### src/sv/hdfs_pkg.sv
// ----------------------------------------------------------------------------
// hdfs_pkg
// Shared types, codes and helpers of the heater duty floor schedule unit.
// ----------------------------------------------------------------------------
package hdfs_pkg;

   localparam int QBITS = 15;

   typedef enum logic [2:0] {
      REG_RANGE = 3'd0,
      REG_THR   = 3'd1,
      REG_BELOW = 3'd2,
      REG_HOLD  = 3'd3,
      REG_AMAX  = 3'd4,
      REG_FS    = 3'd5
   } reg_idx_type;

   typedef enum logic [1:0] {
      RSN_NONE  = 2'd0,
      RSN_BELOW = 2'd1,
      RSN_ABOVE = 2'd2,
      RSN_HOLD  = 2'd3
   } reason_type;

   // endpoint pair of the final interpolation
   typedef enum logic [1:0] {
      SEL_NONE  = 2'd0,
      SEL_MID   = 2'd1,
      SEL_CLOSE = 2'd2,
      SEL_ABOVE = 2'd3
   } sel_type;

   typedef enum logic [1:0] {
      W_ZERO = 2'd0,
      W_DIV  = 2'd1,
      W_FULL = 2'd2
   } wmode_type;

   typedef struct packed {
      logic [31:0] range;
      logic [63:0] thr;
      logic [63:0] below;
      logic [63:0] hold;
      logic [15:0] amax;
      logic [15:0] fs;
   } cfg_type;

   typedef struct packed {
      sel_type     sel;
      wmode_type   wmode;
      logic        n_div;
      logic [15:0] n_const;
      logic        hold_en;
   } ctl_type;

   // rem < den always holds
   typedef struct packed {
      logic [15:0]      rem;
      logic [15:0]      den;
      logic [QBITS-1:0] quo;
   } div_type;

   function automatic div_type div_step(input div_type d);
      div_type     r;
      logic [16:0] t;
      begin
         t = {d.rem, 1'b0};
         r = d;
         if (t >= {1'b0, d.den}) begin
            r.rem = 16'(t - {1'b0, d.den});
            r.quo = {d.quo[QBITS-2:0], 1'b1};
         end else begin
            r.rem = t[15:0];
            r.quo = {d.quo[QBITS-2:0], 1'b0};
         end
         return r;
      end
   endfunction

endpackage

### src/sv/hdfs_div_stage.sv
// ----------------------------------------------------------------------------
// hdfs_div_stage
// One restoring step of the setpoint and weight dividers.
// ----------------------------------------------------------------------------
module hdfs_div_stage (
   input  logic              clock,
   input  logic              reset,
   input  logic              en,
   input  logic              valid_in,
   input  hdfs_pkg::ctl_type ctl_in,
   input  hdfs_pkg::div_type ndiv_in,
   input  hdfs_pkg::div_type wdiv_in,
   output logic              valid_ff,
   output hdfs_pkg::ctl_type ctl_ff,
   output hdfs_pkg::div_type ndiv_ff,
   output hdfs_pkg::div_type wdiv_ff
);

   always_ff @(posedge clock) begin
      if (reset) begin
         valid_ff <= 1'b0;
      end else if (en) begin
         valid_ff <= valid_in;
      end
      if (en) begin
         ctl_ff  <= ctl_in;
         ndiv_ff <= hdfs_pkg::div_step(ndiv_in);
         wdiv_ff <= hdfs_pkg::div_step(wdiv_in);
      end
   end

endmodule

### config.mk
export PLATFORM = sky130hd
export DESIGN_NAME = hdfs_div_stage
export DESIGN_NICKNAME = d
export VERILOG_FILES = /design/src/sv/hdfs_pkg.sv /design/src/sv/hdfs_div_stage.sv
export SDC_FILE = /design/constraint.sdc
export NUM_CORES = 1
export LEC_CHECK = 0
export BUFFER_PORTS_ARGS = -buffer_cell sky130_fd_sc_hd__buf_4
export CORE_ASPECT_RATIO = 1.1
export CORE_MARGIN = 2
export CORE_UTILIZATION = 43
export CTS_CLUSTER_DIAMETER = 120
export DETAILED_ROUTE_END_ITERATION = 8
export PLACE_DENSITY = 0.75
export SYNTH_ARGS = -nofsm -noshare
export SYNTH_HDL_FRONTEND = slang
export SYNTH_SLANG_ARGS = --single-unit
### constraint.sdc
create_clock -name clock -period 3 [get_ports clock]
set_clock_uncertainty 0.2 [all_clocks]
set_input_delay 0.75 -clock clock [delete_from_list [all_inputs] [get_ports clock]]
set_output_delay 0.75 -clock clock [all_outputs]
set_load 0.05 [all_outputs]
==> results.py <==
metrics = {
    "run_status": {
        "status": "complete, no violations",
    },
    "timing": {
        "rsz0062_at_grt": "true",
        "fin_ws_ns": 0.0400,
        "hold-worst-slack_ns": 0.291,
        "max_slew_margin": 0.666,
        "fmax_mhz": 338,
        "setup_viol": 0,
        "slew_violations": 0,
        "fin_crit_sh": 0.987,
        "tightest_slew_ns": 0.500,
        "finalSetupTns_ns": 0,
        "hold_violations": 0,
        "min_period_ns": 2.96,
    },
    "worst_setup_path": {
        "crit_path_start_kind": "input port",
        "worstPathArrival_ns": 2.92,
        "endpoint_kind": "flop",
        "crit_fanout": 6,
        "cp_cell_sequence": "buf_4 > inv_1 > ha_1 > nand4_1 > nor2_2 > a21oi_4 > a22o_4 > o31a_4 > o31ai_4 > clkbuf_16 > mux2_2",
        "slowest_delay_ns": 0.33,
        "crit_path_top_delay_cell": "ha_1",
        "crit_family": "compound AO/OA/AOI/OAI gates",
        "r2r-end": "valid_ff$_SDFFE_PP0P_",
        "crit_buf_inv": 3,
        "r2r_cells": 2,
        "crit_type": "in -> reg",
        "worstPathRequired_ns": 2.96,
        "r2r_start": "valid_ff$_SDFFE_PP0P_",
        "reg2reg_setup_slack_ns": 2.19,
    },
    "pwr": {
        "power.total_mw": 5.63,
        "p_leak_nw": 3.94,
        "peakVddDrop_uv": 475,
        "p_per_area_nw_per_um2": 649,
    },
    "min_path": {
        "min_to": "valid_ff$_SDFFE_PP0P_",
        "min_path_type": "in -> reg",
        "holdPathStages": 2,
        "min-delay-start": "reset",
    },
    "cells_and_area": {
        "drive_above_1_share": 0.523,
        "area_growth_pct": 57.9,
        "fin_util": 0.692,
        "num-nets-final": 866,
        "stdcell_area_um2": 8680,
        "fillCellCount": 862,
        "diodes": 0,
        "layout.cells.non_filler": 882,
    },
    "synth": {
        "synthDistinctLibCells": 52,
        "ys_seq_area_frac": 0.638,
        "syn_avg_cell_area_um2": 14.0,
        "synth.net_count": 547,
        "ys_async_sr_fraction": 0,
        "synth.cell_area_um2": 5500,
        "synth_cells": 393,
        "ys_ff_latch": 117,
        "synth_flop_cell": "edfxtp_1",
        "yosysTopAreaCell": "edfxtp_1",
        "synth_edf_count": 116,
        "yosysMostFrequentCell": "edfxtp_1",
        "synthTopCellsByArea": "edfxtp_1 63%, ha_1 7.3%, inv_1 2.8%",
        "ys_top_cells_by_count": "116 x edfxtp_1, 41 x inv_1, 32 x ha_1",
        "ys_warn_count": 0,
        "synth_top_area_frac": 0.634,
    },
    "clocking": {
        "numCtsBuffers": 17,
        "clockBufferDepth": 2,
        "insertion_delay_ns": 0.41,
        "root_buffer": "clkbuf_16",
        "hold_buffers": 0,
        "clkTransAtPathRegs_ns": 0.06,
        "htreeDepth": 4,
        "tritoncts": "yes",
        "clkSinkCount": 117,
    },
    "route": {
        "drc": 0,
        "antenna_left": 0,
        "wl_um": 14800,
        "dr.pass1.iters": 6,
        "via_per_inst": 5.02,
        "wl_per_cell_um": 16.8,
        "vias": 4427,
        "drtIter0Drc": 229,
    },
    "die": {
        "die_h_um": 123,
        "ioPinCount": 237,
        "die-area_um2": 13700,
        "coreArea_um2": 12500,
        "die_w_um": 112,
        "initial_core_util": 0.438,
        "rows": 43,
    },
    "placed_design": {
        "hpwl_um": 11100,
        "dpl_cell_area_um2": 7990,
        "pre_cts_ws_ns": -0.756,
        "io_buffers": 234,
        "place_inst": 845,
        "gp_congestion": 0.880,
    },
    "global_routing": {
        "grt-ovfl-total": 0,
        "grt_pass1_vias": 4451,
        "grt.total_usage": 0.209,
        "grt_first_pass_wirelength_um": 21900,
        "antenna_found_initial": 0,
        "grt_max_degree": 53,
    },
    "job": {
        "drv_cap": 0,
    },
}
## worst reg2reg max path, stage by stage (launching register included)
cell and delay (ns):
dfxtp_1 0.32, mux2i_1 0.14, nor2_1 0.06
## area by class of cell
type                    count  area [µm²]  share of cell area
clock buffers              17         425              0.0490
multi-input cells         230        1910               0.220
inverters                  41         156              0.0180
flip-flops and latches    117        3500               0.404
clock inverters            15         153              0.0176
well taps                 157         196              0.0226
repair buffers            305        2330               0.269
## timing repair
action / CTS / global route
buffers inserted: 2 / 2
pin swaps: 2 / 7
cloned: 0 / 1
resized for setup: 2 / 9
setup endpoints to repair: 17 / 15
## per-layer routing
layer / wire [µm] / part of all wire / vias up / global-route usage
met5: 0 / 0 / - / 0
met4: 522 / 0.035 / 0 / 0.116
met1: 5380 / 0.36 / 2086 / 0.222
met2: 7870 / 0.53 / 191 / 0.379
li1: - / - / 2114 / -
met3: 1040 / 0.070 / 36 / 0.0553
## sequential cells by signal, summed over array words and instances (netlist names)
signal,count
ctl_ff,22
wdiv_ff,47
valid_ff,1
ndiv_ff,47
## layout by cell type, fill, tap and decap left out, types with 3 or more instances in the layout
master      Yosys  final
clkinvlp_4      0      3
buf_4           0    302
o21ai_0        13     11
nor2b_1         5      4
nand2b_1        4      4
o21ai_1         2      3
a21oi_1        29     29
xor2_1         11     11
a211oi_1        4      3
inv_1          41     39
ha_4            0      3
o31a_1          3      3
a21o_1          8      7
edfxtp_1      116    116
o21bai_1        3      3
mux2_2         11     11
nand3_1         4      3
clkbuf_16       0     18
nor2_1         25     24
or2_2           3      3
ha_1           32     29
xnor2_1        11     11
o21a_1          6      6
mux2_4          7      7
nand2_1         8      8
inv_6           0      4
nor4_1          3      3
nand4_1         4      4
## cells by family (layout without fill, tap and decap cells)
| group | after synthesis | count (layout) | share of synthesized area |
|---|---|---|---|
| muxes | 20 | 20 | 0.0453 |
| and+or+nand+nor | 67 | 67 | 0.0619 |
| adders and majority gates | 34 | 34 | 0.0801 |
| DFF | 117 | 117 | 0.638 |
| buffers and inverters | 46 | 378 | 0.0328 |
| AOI/OAI and AO/OA | 87 | 87 | 0.107 |
| xor gates and xnor gates | 22 | 22 | 0.0351 |
## report_power, final
part	internal [mW]	total (mW)	switching, mW
combinational	0.627	1.62	0.989
sequential	2.00	2.05	0.0467
clock	1.22	1.97	0.746
## how the worst max path moves through the flow
stage	from	endpoint	slack, ns	cells after the start
after floorplan	ndiv_in[31]	ndiv_ff[39]$_DFFE_PP_	-0.27	10
after global placement	ndiv_in[18]	ndiv_ff[38]$_DFFE_PP_	-0.70	11
after detailed placement	ndiv_in[16]	ndiv_ff[36]$_DFFE_PP_	-0.76	11
after CTS	ndiv_in[16]	ndiv_ff[40]$_DFFE_PP_	0.03	12
after global routing	ndiv_in[21]	ndiv_ff[35]$_DFFE_PP_	-0.01	11
final	ndiv_in[21]	ndiv_ff[35]$_DFFE_PP_	0.04	11
No activity file was read; power rests on OpenSTA's default activity.
