$ cat src/sv/hdfs_pkg.sv
// ----------------------------------------------------------------------------
// hdfs_pkg
// Shared types, codes and helpers of the heater duty floor schedule unit.
// ----------------------------------------------------------------------------
package hdfs_pkg;

   localparam int QBITS = 15;

   typedef enum logic [2:0] {
      REG_RANGE = 3'd0,
      REG_THR   = 3'd1,
      REG_BELOW = 3'd2,
      REG_HOLD  = 3'd3,
      REG_AMAX  = 3'd4,
      REG_FS    = 3'd5
   } reg_idx_type;

   typedef enum logic [1:0] {
      RSN_NONE  = 2'd0,
      RSN_BELOW = 2'd1,
      RSN_ABOVE = 2'd2,
      RSN_HOLD  = 2'd3
   } reason_type;

   // endpoint pair of the final interpolation
   typedef enum logic [1:0] {
      SEL_NONE  = 2'd0,
      SEL_MID   = 2'd1,
      SEL_CLOSE = 2'd2,
      SEL_ABOVE = 2'd3
   } sel_type;

   typedef enum logic [1:0] {
      W_ZERO = 2'd0,
      W_DIV  = 2'd1,
      W_FULL = 2'd2
   } wmode_type;

   typedef struct packed {
      logic [31:0] range;
      logic [63:0] thr;
      logic [63:0] below;
      logic [63:0] hold;
      logic [15:0] amax;
      logic [15:0] fs;
   } cfg_type;

   typedef struct packed {
      sel_type     sel;
      wmode_type   wmode;
      logic        n_div;
      logic [15:0] n_const;
      logic        hold_en;
   } ctl_type;

   // rem < den always holds
   typedef struct packed {
      logic [15:0]      rem;
      logic [15:0]      den;
      logic [QBITS-1:0] quo;
   } div_type;

   function automatic div_type div_step(input div_type d);
      div_type     r;
      logic [16:0] t;
      begin
         t = {d.rem, 1'b0};
         r = d;
         if (t >= {1'b0, d.den}) begin
            r.rem = 16'(t - {1'b0, d.den});
            r.quo = {d.quo[QBITS-2:0], 1'b1};
         end else begin
            r.rem = t[15:0];
            r.quo = {d.quo[QBITS-2:0], 1'b0};
         end
         return r;
      end
   endfunction

endpackage

$ cat src/sv/hdfs_front.sv
// ----------------------------------------------------------------------------
// hdfs_front
// Error decode, segment selection and divider operand setup.
// ----------------------------------------------------------------------------
module hdfs_front (
   input  logic               clock,
   input  logic               reset,
   input  logic               en,
   input  logic               in_valid,
   input  logic signed [15:0] temperature,
   input  logic signed [15:0] target_temp,
   input  hdfs_pkg::cfg_type  cfg,
   output logic               valid_ff,
   output hdfs_pkg::ctl_type  ctl_ff,
   output hdfs_pkg::div_type  ndiv_ff,
   output hdfs_pkg::div_type  wdiv_ff
);

   logic signed [17:0] err, ea, lo, hi, rng, d;
   logic signed [17:0] far, mid, close, band, eff;
   hdfs_pkg::ctl_type  ctl_in;
   hdfs_pkg::div_type  ndiv_in, wdiv_in;
   logic [15:0]        wnum, wden;

   always_comb begin
      err   = 18'(target_temp) - 18'(temperature);
      ea    = -err;
      lo    = 18'($signed(cfg.range[15:0]));
      hi    = 18'($signed(cfg.range[31:16]));
      rng   = hi - lo;
      d     = 18'(target_temp) - lo;
      far   = 18'($signed(cfg.thr[15:0]));
      mid   = 18'($signed(cfg.thr[31:16]));
      close = 18'($signed(cfg.thr[47:32]));
      band  = 18'($signed(cfg.thr[63:48]));
      eff   = (err < close) ? close : err;

      ctl_in.n_div   = 1'b0;
      ctl_in.n_const = 16'd0;
      ndiv_in.rem    = 16'd0;
      ndiv_in.den    = 16'd1;
      ndiv_in.quo    = '0;
      if (rng <= 0) begin
         ctl_in.n_const = 16'd16384;
      end else if (d <= 0) begin
         ctl_in.n_const = 16'd0;
      end else if (d >= rng) begin
         ctl_in.n_const = 16'd32768;
      end else begin
         ctl_in.n_div = 1'b1;
         ndiv_in.rem  = d[15:0];
         ndiv_in.den  = rng[15:0];
      end

      wnum           = 16'd0;
      wden           = 16'd1;
      ctl_in.hold_en = 1'b0;
      ctl_in.sel     = hdfs_pkg::SEL_NONE;
      ctl_in.wmode   = hdfs_pkg::W_ZERO;
      if (err > 0) begin
         ctl_in.hold_en = (err <= band);
         if (err >= far) begin
            ctl_in.sel   = hdfs_pkg::SEL_MID;
            ctl_in.wmode = hdfs_pkg::W_FULL;
         end else if (err >= mid) begin
            ctl_in.sel = hdfs_pkg::SEL_MID;
            if (far > mid) begin
               ctl_in.wmode = hdfs_pkg::W_DIV;
               wnum         = 16'(err - mid);
               wden         = 16'(far - mid);
            end
         end else begin
            ctl_in.sel = hdfs_pkg::SEL_CLOSE;
            if (mid > close) begin
               ctl_in.wmode = hdfs_pkg::W_DIV;
               wnum         = 16'(eff - close);
               wden         = 16'(mid - close);
            end
         end
      end else if (ea <= far) begin
         ctl_in.sel = hdfs_pkg::SEL_ABOVE;
         if (ea >= far || far <= 0) begin
            ctl_in.wmode = hdfs_pkg::W_FULL;
         end else begin
            ctl_in.wmode = hdfs_pkg::W_DIV;
            wnum         = ea[15:0];
            wden         = far[15:0];
         end
      end
      wdiv_in.rem = wnum;
      wdiv_in.den = wden;
      wdiv_in.quo = '0;
   end

   always_ff @(posedge clock) begin
      if (reset) begin
         valid_ff <= 1'b0;
      end else if (en) begin
         valid_ff <= in_valid;
      end
      if (en) begin
         ctl_ff  <= ctl_in;
         ndiv_ff <= ndiv_in;
         wdiv_ff <= wdiv_in;
      end
   end

endmodule

$ cat config.mk
export PLATFORM = sky130hd
export DESIGN_NAME = hdfs_front
export DESIGN_NICKNAME = d
export VERILOG_FILES = /design/src/sv/hdfs_pkg.sv /design/src/sv/hdfs_front.sv
export SDC_FILE = /design/constraint.sdc
export NUM_CORES = 1
export LEC_CHECK = 0
export BUFFER_PORTS_ARGS = -buffer_cell sky130_fd_sc_hd__buf_2
export CORE_MARGIN = 5
export CORE_UTILIZATION = 52
export CTS_BUF_LIST = sky130_fd_sc_hd__clkbuf_8 sky130_fd_sc_hd__clkbuf_16
export CTS_CLUSTER_DIAMETER = 100
export DETAILED_ROUTE_END_ITERATION = 10
export GPL_TIMING_DRIVEN = 1
export PLACE_DENSITY = 0.9
export SYNTH_ARGS = -nofsm -noshare
export SYNTH_HDL_FRONTEND = slang
export SYNTH_SLANG_ARGS = --single-unit
export TNS_END_PERCENT = 1
$ cat constraint.sdc
create_clock -name clock -period 10.05 [get_ports clock]
set_input_delay 2.01 -clock clock [delete_from_list [all_inputs] [get_ports clock]]
set_output_delay 2.01 -clock clock [all_outputs]
set_load 0.01 [all_outputs]
==> out/metrics.yaml <==
status:
  status: "complete, no violations"
logic_synthesis:
  synth.area.top_cells: "ha_1 22%, edfxtp_1 19%, inv_1 4.6%, xnor2_1 4.5%, o21ai_0 3.7%"
  synthCells: 1385
  ys.flop_type: "edfxtp_1"
  avgSynthCellArea_um2: 8.24
  synth_edf_count: 72
  synth_most_common_cell: "ha_1"
  async_flop_share_pct: 0
  synth_cell_types: 80
  netlist_area_um2: 11400
  ys_seq_area_share_pct: 19.1
  synth-seq-cells: 73
  yosys_warnings: 0
  synth_top_area_share_pct: 21.8
  synth_top_cell_by_area: "ha_1"
  ys_top_cells_by_count: "199 x ha_1, 140 x inv_1, 103 x nor2_1, 84 x o21ai_0, 78 x a21oi_1"
drt:
  drc: 0
  wl_um: 37200
  viasPerCell: 6.13
  routedWlPerCell_um: 19.8
  vias: 11500
  drtPass1Iterations: 6
  detail-route-antenna-nets: 0
  drt_iter0_drc: 1112
clocking:
  cts_resized: 0
  cts_tree: "built"
  post-cts-setup-buffers: 0
  cts_root_buffer: "clkbuf_16"
  cts_buffer_depth: 2
  postCtsHoldBufs: 0
  insertion_delay_ns: 0.33
  clk_pin_slew_ns: 0.06
  numCtsBuffers: 9
  clock_sinks: 73
  htreeDepth: 3
job:
  drv_cap: 0
worst_setup_path:
  cp-start-kind: "primary input"
  rr_worst_depth: 2
  cpMostUsedCell: "o21ai_0"
  cp.required_ns: 10.07
  critPathCaptureType: "register"
  cp_max_fo: 17
  arrival_ns: 8.76
  critPathKind: "primary input to register"
  cp_slowest_cell: "o41ai_1"
  slowest_delay_ns: 0.51
placed_design:
  numPortBuffers: 204
  dpl_cell_area_um2: 12700
  gp_congestion: 1.00
  hpwl_um: 30600
power_and_ir_drop:
  p_int_uw: 1040
  combinationalPowerShare_pct: 63.3
  p_seq_share_pct: 21.1
  vdd_drop_max_mv: 0.0911
  power_density_nw_per_um2: 148
  pwr-share-clk_pct: 15.6
  net-switching-power_uw: 879
  power.leakage_uw: 0.00614
  switching_share_pct: 45.9
worst_hold_path:
  hold_path_depth: 2
  hp-class: "register to register"
global_routing:
  grt_pass1_vias: 11100
  globalRouteOverflowTotal: 0
  antenna_found_initial: 2
  grt_use_total_pct: 28.6
  grt_pass1_wl_um: 56900
  grt_max_degree: 74
cells_and_area:
  final_cell_area_um2: 12900
  syn2layout_area_growth_pct: 13.2
  num_antenna_cells: 0
  layout-drive-gt1-share_pct: 16.6
  finalNetCount: 2091
timing:
  setup_viol: 0
  hold_violations: 0
  finClkSkew_ns: 0
  timing.max_slew.rel_slack_pct: 16.7
  finalCriticalPeriod_ns: 8.74
  tightest_slew_ns: 1.25
  min_period_over_period_pct: 87.0
  report.final.slew_viol_count: 0
  rsz0062_at_grt: "no"
  max_clock_freq_mhz: 114
  setup_tns_ns: 0
floorplanning:
  initial_core_util_pct: 52.6
  die-area_um2: 25000
  die_y_um: 158
  core_area_um2: 21700
  ios: 409
  die-width_um: 158
  rows: 54
-- worst max-delay path: cells and delay by family --
| kind | cells | cell delay (ns) |
|---|---|---|
| adders and majority gates | 5 | 1.31 |
| buffers and inverters | 4 | 0.65 |
| muxes | 2 | 0.67 |
| and+or+nand+nor | 3 | 0.45 |
| AOI/OAI and AO/OA | 17 | 3.65 |
-- sequential cells by signal (all words and copies together), names as in the netlist --
name and flops:
wdiv_ff 32, ctl_ff 8, ndiv_ff 32, valid_ff 1
-- area by class of cell --
type	count	area (µm²)
Timing Repair Buffer	221	1150
Inverter	140	526
Clock inverter	7	37.5
Tap cell	280	350
Fill cell	1935	8770
Sequential cell	73	2180
Clock buffer	9	225
Multi-Input combinational cell	1148	8450
-- power groups by stage --
stage | Clock (µW) | Sequential (µW) | Combinational (µW)
finish | 299 | 404 | 1210
global route | 312 | 408 | 1320
CTS | 300 | 404 | 1180
detailed placement | 0 | 411 | 1160
global placement | 0 | 409 | 1130
floorplan | 0 | 435 | 802
-- stage by stage --
step                worst slack, ns  utilization (%)  instances  power [µW]  hold WS [ns]
finish                         1.31             59.6       1878        1920         0.494
global route                  0.701             59.6       1878        2040         0.564
CTS                            1.43             59.6       1878        1880         0.503
floorplan                      2.06                -       1428        1240         0.528
detailed placement             1.13             58.4       1862        1580         0.488
global placement               1.24             58.4       1862        1540         0.473
-- logic make-up after synthesis --
group,share of synthesized area (%)
AO/OA/AOI/OAI,24.1
buffers and inverters,8.40
AND/OR/NAND/NOR,18.2
other,0.0329
multiplexers,0.460
adder cells (fa/ha/maj),23.0
flip-flops,19.1
XOR/XNOR,6.68
-- final timing paths --
check	startpoint	end	slack, ns
max	target_temp[0]	wdiv_ff[45]$_DFFE_PP_	1.31
min	valid_ff$_SDFFE_PP0P_	valid_ff$_SDFFE_PP0P_	0.49
max reg2reg	valid_ff$_SDFFE_PP0P_	valid_ff$_SDFFE_PP0P_	9.47
min reg2reg	valid_ff$_SDFFE_PP0P_	valid_ff$_SDFFE_PP0P_	0.49
-- placed cells by master (no fill, tap or decap), types with 7 or more instances in the layout --
cell         n
buf_2      204
ha_1       199
inv_1      140
nor2_1     103
o21ai_0     84
a21oi_1     78
nand2_1     72
edfxtp_1    72
xnor2_1     59
a21o_1      49
conb_1      44
o21a_1      36
nor3_1      35
xor2_1      28
nand3_1     27
nor2b_1     26
a22oi_1     23
nand4_1     21
nor3b_1     19
nand2b_1    17
or3_1       17
buf_4       17
a211oi_1    15
o22ai_1     15
nor4_1      14
o31ai_1     10
o21bai_1     9
a21boi_0     9
clkbuf_16    9
and3_1       8
o2111ai_1    8
or2_2        8
o211ai_1     8
and2_1       7
a2111oi_0    7
fa_1         7
-- routing by layer --
metal  routed length [µm]  global-route usage [%]  share of wire [%]  vias up
li1                     -                       -                  -     5449
met1                15600                    39.9                 42     5267
met2                16000                    43.6                 43      672
met3                 4020                    5.44                 11      120
met4                 1560                    11.7                4.2        4
met5                   14                       0              0.038        -
Power figures use the tool's default switching activity.
