**config.mk**
```make
export PLATFORM = sky130hd
export DESIGN_NAME = hdfs_back
export DESIGN_NICKNAME = d
export VERILOG_FILES = /design/src/sv/hdfs_pkg.sv /design/src/sv/hdfs_back.sv
export SDC_FILE = /design/constraint.sdc
export NUM_CORES = 2
export LEC_CHECK = 0
export ABC_AREA = 1
export BUFFER_PORTS_ARGS = -buffer_cell sky130_fd_sc_hd__clkbuf_2
export CORE_AREA = 3 3 362 364
export DETAILED_ROUTE_END_ITERATION = 7
export DIE_AREA = 0 0 365 367
export PLACE_DENSITY_LB_ADDON = 0.1
export REMOVE_ABC_BUFFERS = 1
export SYNTH_ARGS = -nofsm -noshare
export SYNTH_HDL_FRONTEND = slang
export SYNTH_SLANG_ARGS = --single-unit
```
**constraint.sdc**
```tcl
create_clock -name clock -period 15.8 [get_ports clock]
set_input_delay 1.58 -clock clock [delete_from_list [all_inputs] [get_ports clock]]
set_output_delay 1.58 -clock clock [all_outputs]
set_load 0.05 [all_outputs]
```
**src/sv/hdfs_pkg.sv**
```systemverilog
// ----------------------------------------------------------------------------
// hdfs_pkg
// Shared types, codes and helpers of the heater duty floor schedule unit.
// ----------------------------------------------------------------------------
package hdfs_pkg;

   localparam int QBITS = 15;

   typedef enum logic [2:0] {
      REG_RANGE = 3'd0,
      REG_THR   = 3'd1,
      REG_BELOW = 3'd2,
      REG_HOLD  = 3'd3,
      REG_AMAX  = 3'd4,
      REG_FS    = 3'd5
   } reg_idx_type;

   typedef enum logic [1:0] {
      RSN_NONE  = 2'd0,
      RSN_BELOW = 2'd1,
      RSN_ABOVE = 2'd2,
      RSN_HOLD  = 2'd3
   } reason_type;

   // endpoint pair of the final interpolation
   typedef enum logic [1:0] {
      SEL_NONE  = 2'd0,
      SEL_MID   = 2'd1,
      SEL_CLOSE = 2'd2,
      SEL_ABOVE = 2'd3
   } sel_type;

   typedef enum logic [1:0] {
      W_ZERO = 2'd0,
      W_DIV  = 2'd1,
      W_FULL = 2'd2
   } wmode_type;

   typedef struct packed {
      logic [31:0] range;
      logic [63:0] thr;
      logic [63:0] below;
      logic [63:0] hold;
      logic [15:0] amax;
      logic [15:0] fs;
   } cfg_type;

   typedef struct packed {
      sel_type     sel;
      wmode_type   wmode;
      logic        n_div;
      logic [15:0] n_const;
      logic        hold_en;
   } ctl_type;

   // rem < den always holds
   typedef struct packed {
      logic [15:0]      rem;
      logic [15:0]      den;
      logic [QBITS-1:0] quo;
   } div_type;

   function automatic div_type div_step(input div_type d);
      div_type     r;
      logic [16:0] t;
      begin
         t = {d.rem, 1'b0};
         r = d;
         if (t >= {1'b0, d.den}) begin
            r.rem = 16'(t - {1'b0, d.den});
            r.quo = {d.quo[QBITS-2:0], 1'b1};
         end else begin
            r.rem = t[15:0];
            r.quo = {d.quo[QBITS-2:0], 1'b0};
         end
         return r;
      end
   endfunction

endpackage

```
**src/sv/hdfs_back.sv**
```systemverilog
// ----------------------------------------------------------------------------
// hdfs_back
// Endpoint interpolation, floor selection and duty scaling.
// ----------------------------------------------------------------------------
module hdfs_back (
   input  logic                         clock,
   input  logic                         reset,
   input  logic                         en,
   input  logic                         valid_in,
   input  hdfs_pkg::ctl_type            ctl_in,
   input  logic [hdfs_pkg::QBITS-1:0]   nq,
   input  logic [hdfs_pkg::QBITS-1:0]   wq,
   input  hdfs_pkg::cfg_type            cfg,
   output logic                         valid_ff,
   output logic                         b5_valid,
   output logic [15:0]                  duty_ff,
   output hdfs_pkg::reason_type         reason_ff
);

   // stage 1: endpoint products
   logic [15:0]        n, w;
   logic signed [33:0] pfar_in, pclose_in, phold_in;
   logic signed [33:0] pfar_ff, pclose_ff, phold_ff;
   logic [15:0]        w1_ff;
   hdfs_pkg::ctl_type  c1_ff;
   logic               v1_ff;
   // stage 2: endpoints
   logic [15:0]        ffar, fclose, fhold, base, a_in, b_in;
   logic signed [18:0] sfar, sclose, shold;
   logic signed [16:0] braw;
   logic [15:0]        a2_ff, b2_ff, w2_ff, h2_ff;
   hdfs_pkg::ctl_type  c2_ff;
   logic               v2_ff;
   // stage 3: final product
   logic signed [33:0] p3_in, p3_ff;
   logic [15:0]        a3_ff, h3_ff;
   hdfs_pkg::ctl_type  c3_ff;
   logic               v3_ff;
   // stage 4: selection
   logic signed [18:0] sf;
   logic [15:0]        f, best_in, best_ff;
   hdfs_pkg::reason_type rsn_in, r4_ff, r5_ff;
   logic               v4_ff;
   // stage 5: scaling
   logic [31:0]        prod_ff;
   logic               v5_ff;
   logic [16:0]        q;

   always_comb begin
      n = ctl_in.n_div ? {1'b0, nq} : ctl_in.n_const;
      case (ctl_in.wmode)
         hdfs_pkg::W_DIV:  w = {1'b0, wq};
         hdfs_pkg::W_FULL: w = 16'd32768;
         default:          w = 16'd0;
      endcase
      pfar_in   = (34'($signed({1'b0, cfg.below[31:16]})) -
                   34'($signed({1'b0, cfg.below[15:0]}))) * 34'($signed({1'b0, n}));
      pclose_in = (34'($signed({1'b0, cfg.below[63:48]})) -
                   34'($signed({1'b0, cfg.below[47:32]}))) * 34'($signed({1'b0, n}));
      phold_in  = (34'($signed({1'b0, cfg.hold[31:16]})) -
                   34'($signed({1'b0, cfg.hold[15:0]}))) * 34'($signed({1'b0, n}));
   end

   always_comb begin
      sfar   = 19'($signed({1'b0, cfg.below[15:0]})) + $signed(pfar_ff[33:15]);
      sclose = 19'($signed({1'b0, cfg.below[47:32]})) + $signed(pclose_ff[33:15]);
      shold  = 19'($signed({1'b0, cfg.hold[15:0]})) + $signed(phold_ff[33:15]);
      ffar   = sfar[15:0];
      fclose = sclose[15:0];
      fhold  = shold[15:0];
      braw   = $signed({1'b0, fhold}) - $signed({1'b0, cfg.hold[47:32]});
      base   = (braw < $signed({1'b0, cfg.hold[63:48]})) ? cfg.hold[63:48] : braw[15:0];
      case (c1_ff.sel)
         hdfs_pkg::SEL_MID: begin
            a_in = ffar;
            b_in = 16'd32768;
         end
         hdfs_pkg::SEL_CLOSE: begin
            a_in = fclose;
            b_in = ffar;
         end
         hdfs_pkg::SEL_ABOVE: begin
            a_in = base;
            b_in = cfg.amax;
         end
         default: begin
            a_in = 16'd0;
            b_in = 16'd0;
         end
      endcase
   end

   always_comb begin
      p3_in = (34'($signed({1'b0, b2_ff})) - 34'($signed({1'b0, a2_ff}))) *
              34'($signed({1'b0, w2_ff}));
   end

   always_comb begin
      sf      = 19'($signed({1'b0, a3_ff})) + $signed(p3_ff[33:15]);
      f       = sf[15:0];
      best_in = 16'd0;
      rsn_in  = hdfs_pkg::RSN_NONE;
      case (c3_ff.sel)
         hdfs_pkg::SEL_MID, hdfs_pkg::SEL_CLOSE: begin
            if (f != 16'd0) begin
               best_in = f;
               rsn_in  = hdfs_pkg::RSN_BELOW;
            end
            if (c3_ff.hold_en && h3_ff > best_in) begin
               best_in = h3_ff;
               rsn_in  = hdfs_pkg::RSN_HOLD;
            end
         end
         hdfs_pkg::SEL_ABOVE: begin
            if (f != 16'd0) begin
               best_in = f;
               rsn_in  = hdfs_pkg::RSN_ABOVE;
            end
         end
         default: begin
            best_in = 16'd0;
         end
      endcase
   end

   assign q        = prod_ff[31:15];
   assign b5_valid = v5_ff;

   always_ff @(posedge clock) begin
      if (reset) begin
         v1_ff    <= 1'b0;
         v2_ff    <= 1'b0;
         v3_ff    <= 1'b0;
         v4_ff    <= 1'b0;
         v5_ff    <= 1'b0;
         valid_ff <= 1'b0;
      end else if (en) begin
         v1_ff    <= valid_in;
         v2_ff    <= v1_ff;
         v3_ff    <= v2_ff;
         v4_ff    <= v3_ff;
         v5_ff    <= v4_ff;
         valid_ff <= v5_ff;
      end
      if (en) begin
         pfar_ff   <= pfar_in;
         pclose_ff <= pclose_in;
         phold_ff  <= phold_in;
         w1_ff     <= w;
         c1_ff     <= ctl_in;
         a2_ff     <= a_in;
         b2_ff     <= b_in;
         w2_ff     <= w1_ff;
         h2_ff     <= fhold;
         c2_ff     <= c1_ff;
         p3_ff     <= p3_in;
         a3_ff     <= a2_ff;
         h3_ff     <= h2_ff;
         c3_ff     <= c2_ff;
         best_ff   <= best_in;
         r4_ff     <= rsn_in;
         prod_ff   <= best_ff * cfg.fs;
         r5_ff     <= r4_ff;
         duty_ff   <= q[16] ? 16'hFFFF : q[15:0];
         reason_ff <= r5_ff;
      end
   end

endmodule

```
==> metrics.md <==
| Metric | Value |
|---|---|
| DR WL/cell | 19.1 um |
| Final hold violations | 0 |
| Gr ovfl total | 0 |
| Maxcap violations | 0 |
| Sink Count | 246 |
| Asr flop ratio synth | 0 |
| Top Ports | 332 |
| Clock Latency Late Sink | 0.60 ns |
| CTS HTree Levels | 1 |
| Area grow syn2layout | 6.04% |
| Worst path slowest cell | xor2_2 |
| DR iter-0 viols | 3301 |
| EDFF count, synth | 240 |
| Fin Clk Skew | 0.0219 ns |
| Total number of vias | 50100 |
| Site row count | 131 |
| Met3 Use GR | 0.0448 |
| Failing checks | DRC |
| Layout cells sized above 1 | 0.0593 |
| Total Nets Final | 10100 |
| Avg Cell Area, Syn | 8.15 sq um |
| Synth warn | 0 |
| Max reg flops | 17 |
| CP Max Fanout | 9 |
| CTS root buf | clkbuf_16 |
| Max Slew Vio Count | 0 |
| Crit share post-route | 0.562 |
| Hpwl dp | 154000 um |
| IO buf count | 235 |
| M1 GR Usage | 0.395 |
| Drt drc | 6 |
| Die Height | 367 um |
| Core footprint | 0.128 sq mm |
| WP data required | 16.15 ns |
| Die Wd | 365 um |
| Cell taking the most area after synthesis | fa_1 |
| Initial Utilization | 0.502 |
| Fmax | 0.113 GHz |
| CP peak stage delay | 0.58 ns |
| CP Class | input pin to flop |
| CTS buffer count | 29 |
| CTS tree | yes |
| Worst hold start | w1_ff[13] |
| CTS Hold Bufs | 0 |
| Met2 Resource Use GR | 0.462 |
| RSZ-0062 raised after global routing | false |
| Setup total negative slack | 0 ns |
| Die footprint | 0.134 sq mm |
| Clock-pin slew on the worst setup and hold paths | 0.07 ns |
| Reg with most FFs | prod_ff |
| Resized cells post-CTS | 0 |
| Vias in the first global route | 52400 |
| Status | complete, but fails checks |
| Initial antenna violation count | 4 |
| Worst-margin pin slew | 1.10 ns |
| Register area share after synthesis | 0.114 |
| Largest net degree at the start of global routing | 117 |
| Most frequent CP cell | nand2_1 |
| GR peak layer | met2 |
| Avg Vias per Cell | 5.18 |
| GRT Total Usage | 0.283 |
| Global-route wire length before repair | 293000 um |
| Final ANT Viol Nets | 0 |
| Worst min path class | flop to flop |
| Maximum clock insertion buffer count | 3 |
| GPL Wtd Cong | 0.938 |
| Crit end category | flop |
| Top cell type's share of synthesized area | 0.384 |
| Synth Instances | 7858 |
| CP arrival | 9.23 ns |
| R2R Path Start | a2_ff[0] |
| Final WL | 185000 um |
| Top_reg_cell synth | edfxtp_1 |
| Final Critical Period | 8.88 ns |
| First-pass detailed-route iteration total | 8 |
| Worst slew margin | 0.266 |
| Synth Register Bits | 246 |
| Critical path origin | cfg[112] |
| Post-synth cell types | 63 |
| Mapped Area | 0.0641 sq mm |
| Top cells by area, synth | fa_1 (38%), inv_1 (13%), ha_1 (11%) |
| Setup-failing EPs final | 0 |
| Postcts setup bufs | 0 |
| CP Launch Type | input pin |
cell usage after synthesis, drive strengths merged, types with 4 or more instances:
| cell type | n |
|---|---|
| clkinv | 20 |
| a21boi | 11 |
| a21oi | 301 |
| a31oi | 14 |
| nand3b | 14 |
| xor2 | 128 |
| ha | 586 |
| a221oi | 8 |
| o21bai | 32 |
| clkbuf | 161 |
| edfxtp | 240 |
| nand3 | 215 |
| o31ai | 6 |
| nor2 | 723 |
| a211oi | 7 |
| nor3 | 32 |
| buf | 29 |
| a21o | 30 |
| o21a | 11 |
| nor4 | 10 |
| inv | 2162 |
| o211ai | 5 |
| nand2 | 1537 |
| or2 | 59 |
| a22o | 4 |
| o21ai | 162 |
| fa | 1230 |
| dfxtp | 6 |
| nand4 | 25 |
| xnor2 | 70 |
worst max-delay path: cells and delay by family:
kind	cells	cell delay [ns]
adders and majority gates	9	3.83
and+or+nand+nor	12	1.36
xor gates and xnor gates	1	0.58
buffers and inverters	8	0.95
AOI/OAI and AO/OA	3	0.89
cell usage in the layout, fill, tap and decap left out, types with 30 or more instances in the layout:
master and count:
inv_1 2133, nand2_1 1523, fa_1 1230, nor2_1 720
ha_1 586, a21oi_1 298, edfxtp_1 240, clkbuf_2 234
nand3_1 213, o21ai_0 134, xor2_1 120, xnor2_1 70
or2_2 56, buf_4 49, o21bai_1 32, nor3_1 31
a21o_1 30
path summary, 6_finish.rpt:
path / endpoint / slack [ns] / depth (start not counted)
min reg2reg: w2_ff[13] / 0.41 / 0
max: pfar_ff[28] / 6.92 / 33
min: w2_ff[13] / 0.41 / 0
max reg2reg: p3_ff[24] / 7.61 / 34
metal layers:
| metal | share of wire | wire length (um) |
|---|---|---|
| met1 | 0.43 | 79300 |
| met2 | 0.46 | 85500 |
| met3 | 0.080 | 14700 |
| met4 | 0.027 | 5070 |
| met5 | 0.000070 | 13 |
area by class of cell:
class	count	area, sq um
Fill cell	12400	59800
Multi-Input combinational cell	5240	47900
Inverter	2182	8190
Sequential cell	246	7330
Tap cell	1662	2080
Timing Repair Buffer	284	1550
Clock buffer	32	737
Clock inverter	16	154
Antenna cell	2	5.00
stage by stage:
step / cell area (sq um) / std cells / setup WS [ns] / util / hold WS (ns)
2_1_floorplan: 63300 / 7668 / 7.01 / - / 0.400
3_3_place_gp: 67000 / 9614 / 6.42 / 0.525 / 0.403
3_5_place_dp: 67000 / 9614 / 6.36 / 0.525 / 0.405
4_1_cts: 67900 / 9662 / 6.98 / 0.532 / 0.405
5_1_grt: 67900 / 9662 / 6.38 / 0.532 / 0.414
6_report: 67900 / 9664 / 6.92 / 0.532 / 0.405
logic make-up after synthesis:
kind of cell / synth area share
multiplexers: 0.000156
flip-flops: 0.114
buffers and inverters: 0.140
AND/OR/NAND/NOR: 0.165
adder cells (fa/ha/maj): 0.499
AO/OA/AOI/OAI: 0.0543
XOR/XNOR: 0.0282
Power is left out: the tool's default activity adds up to more than one toggle a clock period on the data nets, which glitch-free logic cannot reach.
